$ cat config.mk
export PLATFORM = sky130hd
export DESIGN_NAME = rrti_ram
export DESIGN_NICKNAME = d
export VERILOG_FILES = /design/src/rrti_ram.sv
export SDC_FILE = /design/constraint.sdc
export NUM_CORES = 1
export LEC_CHECK = 0
export BUFFER_PORTS_ARGS = -buffer_cell sky130_fd_sc_hd__buf_2
export CORE_MARGIN = 2
export CORE_UTILIZATION = 23
export DETAILED_ROUTE_END_ITERATION = 6
export SLEW_MARGIN = 5
export SYNTH_ARGS = -nofsm -noshare
export SYNTH_HDL_FRONTEND = slang
export SYNTH_SLANG_ARGS = --single-unit
$ cat constraint.sdc
create_clock -name i_clk -period 4.7 [get_ports i_clk]
set_input_delay 0.94 -clock i_clk [delete_from_list [all_inputs] [get_ports i_clk]]
set_output_delay 0.94 -clock i_clk [all_outputs]
set_load 0.05 [all_outputs]
$ cat src/rrti_ram.sv
// Generic single-write, single-read RAM with registered read data.
module rrti_ram #(
    parameter int W = 8,
    parameter int D = 16
) (
    input  logic                         i_clk,
    input  logic                         i_we,
    input  logic [(D>1?$clog2(D):1)-1:0] i_waddr,
    input  logic [W-1:0]                 i_wdata,
    input  logic [(D>1?$clog2(D):1)-1:0] i_raddr,
    output logic [W-1:0]                 o_rdata
);
    logic [W-1:0] r_mem [D];
    logic [W-1:0] r_rdata;

    always_ff @(posedge i_clk) begin
        if (i_we) begin
            r_mem[i_waddr] <= i_wdata;
        end
        r_rdata <= r_mem[i_raddr];
    end

    assign o_rdata = r_rdata;
endmodule

==> impl_metrics.csv <==
group,metric,value,unit
worst_setup_path,worstPathCellList,"buf_2 -> mux4_1 -> a22oi_1 -> nand2_1",
clock_network,cts_buffers,17,
clock_network,cts_sinks,136,
timing,relSlewSlack,0.289,
floorplan,dieHeight,154,µm
logic_synthesis,yosysMostFrequentCell,"edfxtp_1",
worst_setup_path,crit_path_max_incr_delay,790,ps
clock_network,cts.hold.buffers_added,0,
logic_synthesis,synth_top_cell_by_area,"edfxtp_1",
placement,dp_hpwl,6.67,mm
floorplan,die_w,154,µm
drt,dr_total_vias,2387,
pwr,p_int,0.00215,W
worst_setup_path,cp.required,4980,ps
drt,drt.antenna.violating_nets,0,
logic_synthesis,synth_seq_cells,136,
floorplan,rows,54,
timing,setup_viol_count_final,0,
pwr,switchingPower,0.000562,W
logic_synthesis,synth.distinct_cells,19,
floorplan,pin_count,26,
flow_run,drv_cap,0,
worst_setup_path,crit_fanout,32,
grt,grt.overflow.total,0,
grt,antenna_found_initial,0,
timing,rsz0062_at_grt,"no",
clock_network,htree_num_levels,4,
timing,hold_viol_final,0,
worst_setup_path,r2r_slack,3290,ps
clock_network,cts_max_path_buffers,2,
clock_network,cts_resized,0,
logic_synthesis,syn_nets,247,
timing,fin_crit_sh,0.541,
floorplan,dieArea,0.0236,mm²
timing,worstMarginPinSlew,1070,ps
timing,min_period,2540,ps
worst_setup_path,cp-end-kind,"flip-flop",
min_path,hp-start,"r_mem[7][2]",
layout,antenna_cells,0,
layout,design_area,0.00610,mm²
placement,port_buffers,25,
worst_setup_path,reg2reg_to,"o_rdata[5]",
drt,drtIter0Drc,185,
worst_setup_path,critPathKind,"input pin to flip-flop",
grt,grt_max_degree,33,
grt,grt_pass1_wl,15.7,mm
pwr,vdd_ir_drop_max,0.254,mV
worst_setup_path,cpLargestDelayFamily,"buffers and inverters",
logic_synthesis,ys_seq_area_frac,0.778,
clock_network,cts.clk_slew.worst_paths,50,ps
pwr,power_density,444,mW/mm²
drt,wl_per_cell,18.8,µm
worst_setup_path,r2r_cells,3,
layout,nFillCells,2203,
floorplan,initial_core_util,0.235,
grt,grt_pass1_vias,2536,
timing,finalMaxSlewViolations,0,
drt,drc,0,
timing,tns,0,ps
min_path,min_path_type,"flip-flop to flip-flop",
logic_synthesis,synth_area_leaders,"edfxtp_1, mux4_2, mux4_1",
worst_setup_path,critPathLaunchType,"input pin",
drt,drt_first_pass_iters,4,
timing,max_freq,0.393,GHz
worst_setup_path,reg2reg_from,"r_mem[1][5]",
run_status,outcome,"complete, no violations",
drt,avgViaCountPerCell,4.29,
min_path,hold_end,"o_rdata[2]",
worst_setup_path,slowest_stage,"buf_2",
timing,fin_skew,4.99,ps
placement,placed_area,0.00556,mm²
min_path,min_path_cells,3,
clock_network,cts_setup_buffers,0,
clock_network,clock_latency,410,ps
logic_synthesis,synth_edf_count,128,
pwr,power_frac_seq,0.505,
pwr,power_frac_comb,0.054,
logic_synthesis,ys_top_cells_by_count,"edfxtp_1, mux4_2, a22oi_1, mux4_1, nor2_1",
worst_setup_path,crit_buf_inv,1,
logic_synthesis,synthFlopType,"edfxtp_1",
logic_synthesis,synth_top_area_share,0.747,
pwr,p_clk_frac,0.441,
pwr,cellLeakagePower,1.97,nW
clock_network,tritoncts,"done",
logic_synthesis,mappedNetlistArea,0.00515,mm²
layout,nets,283,
placement,place.gp.congestion,0.703,
logic_synthesis,synthCells,229,
layout,syn_to_final_growth,18.5,%
worst_setup_path,crit_arrival,2820,ps
logic_synthesis,avgSynthCellArea,22.5,µm²
drt,totalWireLength,10.5,mm
grt,grt.total_usage,0.0916,
floorplan,core-area,0.0219,mm²
clock_network,root_buffer,"clkbuf_16",
logic_synthesis,async_reset_ff_frac,0,
layout,drive_above_1_share,0.274,
logic_synthesis,yosysWarnings,0,
pwr,swShare,0.207,
## worst min-delay path, cell delays in order (launching register included)
cell and delay (ps):
edfxtp_1 310, mux4_1 210, a22oi_1 60, nand2_1 60
## cells in the final DEF, fill, tap and decap left out
master and count:
a22oi_1 16, nand2b_1 2, nor3_2 2, buf_2 25, nand3_1 1, edfxtp_1 128, or3b_2 1, clkbuf_8 2
nor2b_1 1, nand2_1 9, mux4_2 18, nor2_1 13, dfxtp_1 8, clkinv_2 6, clkinvlp_4 2, bufinv_16 1
nor3_1 2, clkbuf_1 2, buf_4 2, and2_1 1, clkinv_1 1, mux4_1 14, nand3b_1 2, and2b_1 1
clkbuf_16 17
## cell type report
class	instances	area [µm²]	share of cell area
clock buffer	21	460	0.0755
sequential	136	4000	0.656
tap	280	350	0.0574
timing repair buffer	27	140	0.0230
clock inverter	10	78.8	0.0129
multi-input combinational	83	1070	0.175
## state kept, by name (all words and copies together) (netlist names)
register  cells
o_rdata       8
r_mem       128
## logic make-up after synthesis
kind of cell,count (synthesis),share of synthesized area
buf+inv,10,0.0168
compound gates,16,0.0233
mux,32,0.150
flops,136,0.778
simple gates,35,0.0318
## routing by layer
| metal | global-route usage | routed length, µm |
|---|---|---|
| met1 | 0.129 | 4880 |
| met2 | 0.138 | 4890 |
| met3 | 0.0211 | 598 |
| met4 | 0.0345 | 112 |
| met5 | 0 | 0 |
## per-stage QoR
stage / power, W / util / cells / hold slack (ps) / setup WS, ps
6_report: 0.00271 / 0.279 / 557 / 667 / 2160
4_1_cts: 0.00273 / 0.278 / 557 / 672 / 2120
5_1_grt: 0.00279 / 0.279 / 557 / 706 / 2010
2_1_floorplan: 0.00148 / - / 229 / 629 / 2270
3_5_place_dp: 0.00154 / 0.254 / 526 / 654 / 1700
3_3_place_gp: 0.00154 / 0.254 / 526 / 651 / 1690
## power by group through the flow
stage	clock, W	sequential (W)	combinational, W
after CTS	0.00121	0.00137	0.000150
final	0.00119	0.00137	0.000148
after global routing	0.00126	0.00137	0.000159
after floorplan	0	0.00142	0.0000688
after detailed placement	0	0.00139	0.000150
after global placement	0	0.00139	0.000146
## worst max path at each step
stage          startpoint          end  slack [ps]  depth (start not counted)
2_1_floorplan  i_waddr[2]  r_mem[0][0]        2270                          2
3_3_place_gp   i_raddr[0]   o_rdata[5]        1690                          4
3_5_place_dp   i_raddr[0]   o_rdata[5]        1700                          4
4_1_cts        i_raddr[0]   o_rdata[5]        2120                          4
5_1_grt        i_raddr[0]   o_rdata[3]        2010                          4
6_report       i_raddr[0]   o_rdata[5]        2160                          4
No activity file was read; power rests on OpenSTA's default activity.
