### config.mk
export PLATFORM = sky130hd
export DESIGN_NAME = rrti_div
export DESIGN_NICKNAME = d
export VERILOG_FILES = /design/src/rrti_pkg.sv /design/src/rrti_div.sv
export SDC_FILE = /design/constraint.sdc
export NUM_CORES = 1
export LEC_CHECK = 0
export BUFFER_PORTS_ARGS = -buffer_cell sky130_fd_sc_hd__clkbuf_2
export CORE_MARGIN = 1
export CORE_UTILIZATION = 45
export CTS_CLUSTER_SIZE = 16
export DETAILED_ROUTE_END_ITERATION = 12
export GPL_TIMING_DRIVEN = 0
export PLACE_DENSITY_LB_ADDON = 0.3
export SYNTH_ARGS = -nofsm -noshare
export SYNTH_HDL_FRONTEND = slang
export SYNTH_SLANG_ARGS = --single-unit
### constraint.sdc
create_clock -name i_clk -period 4.6 [get_ports i_clk]
set_input_delay 0.92 -clock i_clk [delete_from_list [all_inputs] [get_ports i_clk]]
set_output_delay 0.92 -clock i_clk [all_outputs]
set_load 0.02 [all_outputs]
### src/rrti_pkg.sv
// Package: shared types and constants of the ray radiative-transfer integrator.
package rrti_pkg;

    localparam int RAY_W   = 40;
    localparam int TOT_W   = 48;
    localparam int FIX_W   = 24;
    localparam int BIN_W   = 6;
    localparam int T_W     = 25;

    localparam logic [30:0]      EXP_M1_Q32 = 31'd1580030169;
    localparam logic [RAY_W-1:0] RAY_MAX    = {RAY_W{1'b1}};
    localparam logic [TOT_W-1:0] TOT_MAX    = {TOT_W{1'b1}};
    localparam logic [3:0]       LAST_TERM  = 4'd13;

    localparam logic REG_SOURCE_MODE = 1'b0;

    typedef enum logic [2:0] {
        S_CLEAR,
        S_IDLE,
        S_START,
        S_WAIT,
        S_MUL,
        S_SUM,
        S_WRITE
    } t_state;

    typedef enum logic [2:0] {
        TS_IDLE,
        TS_SETUP,
        TS_TMUL,
        TS_TDIV,
        TS_POW,
        TS_OUT
    } t_tstate;

    typedef struct packed {
        logic start;
        logic done;
    } t_unit_ctl;

endpackage

### src/rrti_div.sv
// Restoring divider, one quotient bit per cycle.
import rrti_pkg::*;
module rrti_div #(
    parameter int NW = 48,
    parameter int DW = 24
) (
    input  logic          i_clk,
    input  logic          i_rst_n,
    input  logic          i_start,
    input  logic [NW-1:0] i_num,
    input  logic [DW-1:0] i_den,
    output logic          o_done,
    output logic [NW-1:0] o_quo
);
    localparam int CW = $clog2(NW + 1);

    logic [NW-1:0] r_quo;
    logic [DW-1:0] r_rem;
    logic [DW-1:0] r_den;
    logic [CW-1:0] r_cnt;
    logic          r_done;
    logic [DW:0]   w_sh;
    logic [DW:0]   w_diff;
    logic          w_ge;

    assign w_sh   = {r_rem, r_quo[NW-1]};
    assign w_diff = w_sh - {1'b0, r_den};
    assign w_ge   = (w_sh >= {1'b0, r_den});

    always_ff @(posedge i_clk) begin
        if (!i_rst_n) begin
            r_cnt  <= '0;
            r_done <= 1'b0;
        end else begin
            r_done <= 1'b0;
            if (i_start) begin
                r_quo <= i_num;
                r_rem <= '0;
                r_den <= i_den;
                r_cnt <= CW'(NW);
            end else if (r_cnt != '0) begin
                r_rem  <= w_ge ? w_diff[DW-1:0] : w_sh[DW-1:0];
                r_quo  <= {r_quo[NW-2:0], w_ge};
                r_cnt  <= r_cnt - 1'b1;
                r_done <= (r_cnt == CW'(1));
            end
        end
    end

    assign o_done = r_done;
    assign o_quo  = r_quo;
endmodule

==> results by group <==
Status
  – Status: completed

Routing
  – Post-route ant nets: 0
  – 1st-pass router iterations: 5
  – DRC marker count from the first detailed-route iteration: 164
  – Routed WL per cell: 16.2 µm
  – Final wirelength: 12200 µm
  – DRC violations left: 0
  – Via count: 4022
  – Number of vias per cell: 5.36

Cells and area
  – Total Nets Final: 700
  – Ant. Diodes: 0
  – Commonest non-fill, non-tap cell in the layout: clkbuf_2
  – Most frequent cells in the layout: clkbuf_2, edfxtp_1, nand2_1
  – Final Util: 55.2%
  – Layout area overhead: 20.0%
  – Cell Count, Final, Fillers Out: 750
  – Share of cells above drive strength 1: 32.8%

Pwr
  – Max IR drop VDD: 328 µV
  – Leakage power: 0.00275 µW
  – Sw Ratio: 34.5%
  – PwrDens: 453 mW/mm²
  – Clk pwr share: 24.8%
  – Comb power frac: 33.3%
  – Sequential fraction of design power: 41.9%
  – Psw: 1030 µW
  – Internal Power: 1960 µW

Critical path
  – Worst Path Required: 4.67 ns
  – Worst-path maximum fanout: 10
  – Crit path cell chain: ha_1 -> nand3_1 -> o21bai_1 -> a211o_1 -> and4b_1 -> or3_4 -> a32o_1 -> clkbuf_1 -> nand2_1 -> a21oi_1
  – Reg-to-reg startpoint: r_rem[2]
  – CP Data Arrival Time: 3.30 ns
  – Crit path max-delay family: compound AO/OA/AOI/OAI gates
  – Max stage delay on crit path: 0.43 ns
  – Slowest-stage cell, CP: or3_4
  – Startpoint types: flop
  – Crit path from: r_rem[2]
  – Worst path bufs/invs: 1
  – Setup Crit Path Kind: flop to flop
  – Setup crit end kind: flop

Synthesis
  – Cell variety after synth: 52
  – Simple-gate portion of the synthesized area: 9.92%
  – Post-Syn Instances: 464
  – Number of flops mapped to enable cells by yosys: 96
  – Yosys reg bits: 103
  – Synth Cell Area: 0.00550 mm²
  – Synth Flop Type: edfxtp_1
  – YS warnings: 0
  – XOR/XNOR Fraction of Synth Area: 3.18%
  – Mapped Avg Cell Area: 11.9 µm²
  – Post-Synthesis Net Count: 566
  – Seq/Total Area, Yosys: 55.0%
  – Largest family of logic cells by synthesized area: compound AO/OA/AOI/OAI gates
  – Post-synthesis compound-gate area fraction: 11.6%
  – Asr flop ratio synth: 0%
  – Adder-Cell Fraction of Synth Area: 6.28%
  – Mux contribution to synthesized area: 10.4%

GRT
  – First-pass GRT wire length: 19700 µm
  – Vias in the first global route: 4154
  – Busiest grt layer: met2
  – GRT Total Usage: 20.0%
  – Initial antenna violation count: 0
  – Grt total ovfl: 0
  – Largest net degree at the start of global routing: 41
  – Met3 Resource Use GR: 6.80%
  – Met1 usage: 24.4%
  – GR Util met2: 33.0%

Floorplan
  – Die extent in x: 113 µm
  – Die Y: 113 µm
  – Starting density of the core: 46.0%
  – Core Region: 0.0120 mm²
  – Row count: 40
  – Die ar.: 0.0127 mm²
  – IO Count: 124

Timing
  – Tightest Pin Transition: 1.16 ns
  – Fin. max-slew vios: 0
  – Setup-failing EPs final: 0
  – Final hold vios: 0
  – Max Clock Freq: 310 MHz
  – RSZ-0062 raised after global routing: no
  – Tmin final: 3.23 ns
  – Fin worst setup slack: 1.37 ns
  – Slew margin rel.: 22.8%
  – Clk_skew: 0.0103 ns
  – Setup TNS: 0 ns
  – Crit share post-route: 70.1%

Min path
  – Min-delay src: r_cnt[4]
  – Worst min path class: flop to flop

Clock tree
  – H-tree depth: 3
  – Clk_lat worst skew: 0.35 ns
  – CTS root buffer: clkbuf_16
  – CTS tree: done
  – Cts repair resizes: 0
  – TritonCTS Buffers: 9
  – Clock sinks: 103
  – Post CTS Setup Buffer Count: 0
  – Clock Path Buffers: 2
  – Reg clk slew, reported paths: 0.08 ns
  – Hold buffers post-CTS: 0

Place
  – Post-DP HPWL: 8900 µm
  – Port Buffers: 122
  – Inst Count DP: 734
  – Routability cong.: 0.888
  – Setup WS pre-CTS: 1.19 ns

Job
  – Max-cap viol count: 0
-- cells by family after synthesis --
family / count (synthesis)
xor+xnor: 20
simple gates: 118
mux: 51
compound gates: 96
fa+ha+maj: 27
buf+inv: 49
flops: 103
-- flip-flops by register name, indices dropped and copies added (netlist names) --
register / cells
r_den: 24
r_cnt: 6
o_done: 1
r_rem: 24
o_quo: 48
-- cell type report --
| class | count | area, µm² |
|---|---|---|
| clock inverter | 7 | 55.1 |
| tap | 147 | 184 |
| sequential | 103 | 3020 |
| inverter | 34 | 128 |
| clock buffer | 9 | 225 |
| multi-input combinational | 312 | 2280 |
| buffer | 15 | 73.8 |
| timing repair buffer | 123 | 631 |
| fill | 1039 | 5360 |
-- per-layer routing --
layer	up-vias	part of all wire [%]	wire [µm]
met4	0	1.9	228
li1	1981	-	-
met3	18	8.0	975
met5	-	0	0
met2	141	46	5600
met1	1882	44	5370
-- power by group through the flow --
stage	Combinational (µW)	Sequential, µW	Clock, µW
6_report	996	1250	743
5_1_grt	1110	1270	788
4_1_cts	996	1250	758
3_5_place_dp	991	1270	0
3_3_place_gp	963	1270	0
2_1_floorplan	688	1310	0
-- path summary, 6_finish.rpt --
check / endpoint / cells past startpoint / slack [ns]
worst max register to register: r_rem[8] / 10 / 1.37
worst min register to register: r_cnt[4] / 2 / 0.51
worst max-delay path: r_rem[8] / 10 / 1.37
worst min-delay path: r_cnt[4] / 2 / 0.51
-- per-stage QoR --
step                cell area, µm²  power, µW  hold slack [ns]
floorplan                     5500       2000            0.454
global placement              6290       2230            0.468
detailed placement            6320       2260            0.494
CTS                           6600       3010            0.503
global route                  6600       3160            0.552
finish                        6600       2990            0.507
-- worst reg2reg max path, cell delays in order (launching register included) --
cell	delay [ns]
edfxtp_1	0.41
ha_1	0.39
nand3_1	0.12
o21bai_1	0.19
a211o_1	0.35
and4b_1	0.22
or3_4	0.43
a32o_1	0.32
clkbuf_1	0.29
nand2_1	0.15
a21oi_1	0.07
-- cell usage after synthesis (2+ instances only) --
cell type	count	area share, %
a211o_1	2	0.32
a211oi_1	7	0.96
a21boi_0	2	0.27
a21o_1	5	0.68
a21oi_1	37	3.4
a21oi_2	2	0.32
a31oi_1	2	0.23
and2_1	4	0.45
and3_1	4	0.45
buf_2	2	0.18
buf_6	2	0.41
clkbuf_1	11	0.75
dfxtp_1	7	2.5
edfxtp_1	96	52
ha_1	26	5.9
inv_1	34	2.3
mux2_2	48	9.8
mux2i_1	3	0.55
nand2_1	50	3.4
nand3_1	16	1.5
nand4_1	2	0.23
nor2_1	24	1.6
nor2b_1	3	0.34
nor3_1	3	0.27
nor4_1	3	0.34
o211ai_1	4	0.55
o21a_1	4	0.55
o21ai_0	10	0.91
o21ai_1	2	0.18
o21ai_2	2	0.32
o22ai_1	2	0.23
o311ai_0	2	0.32
o31ai_1	4	0.55
or3_1	3	0.34
xnor2_1	11	1.8
xor2_1	9	1.4
No activity file was read; power rests on OpenSTA's default activity.
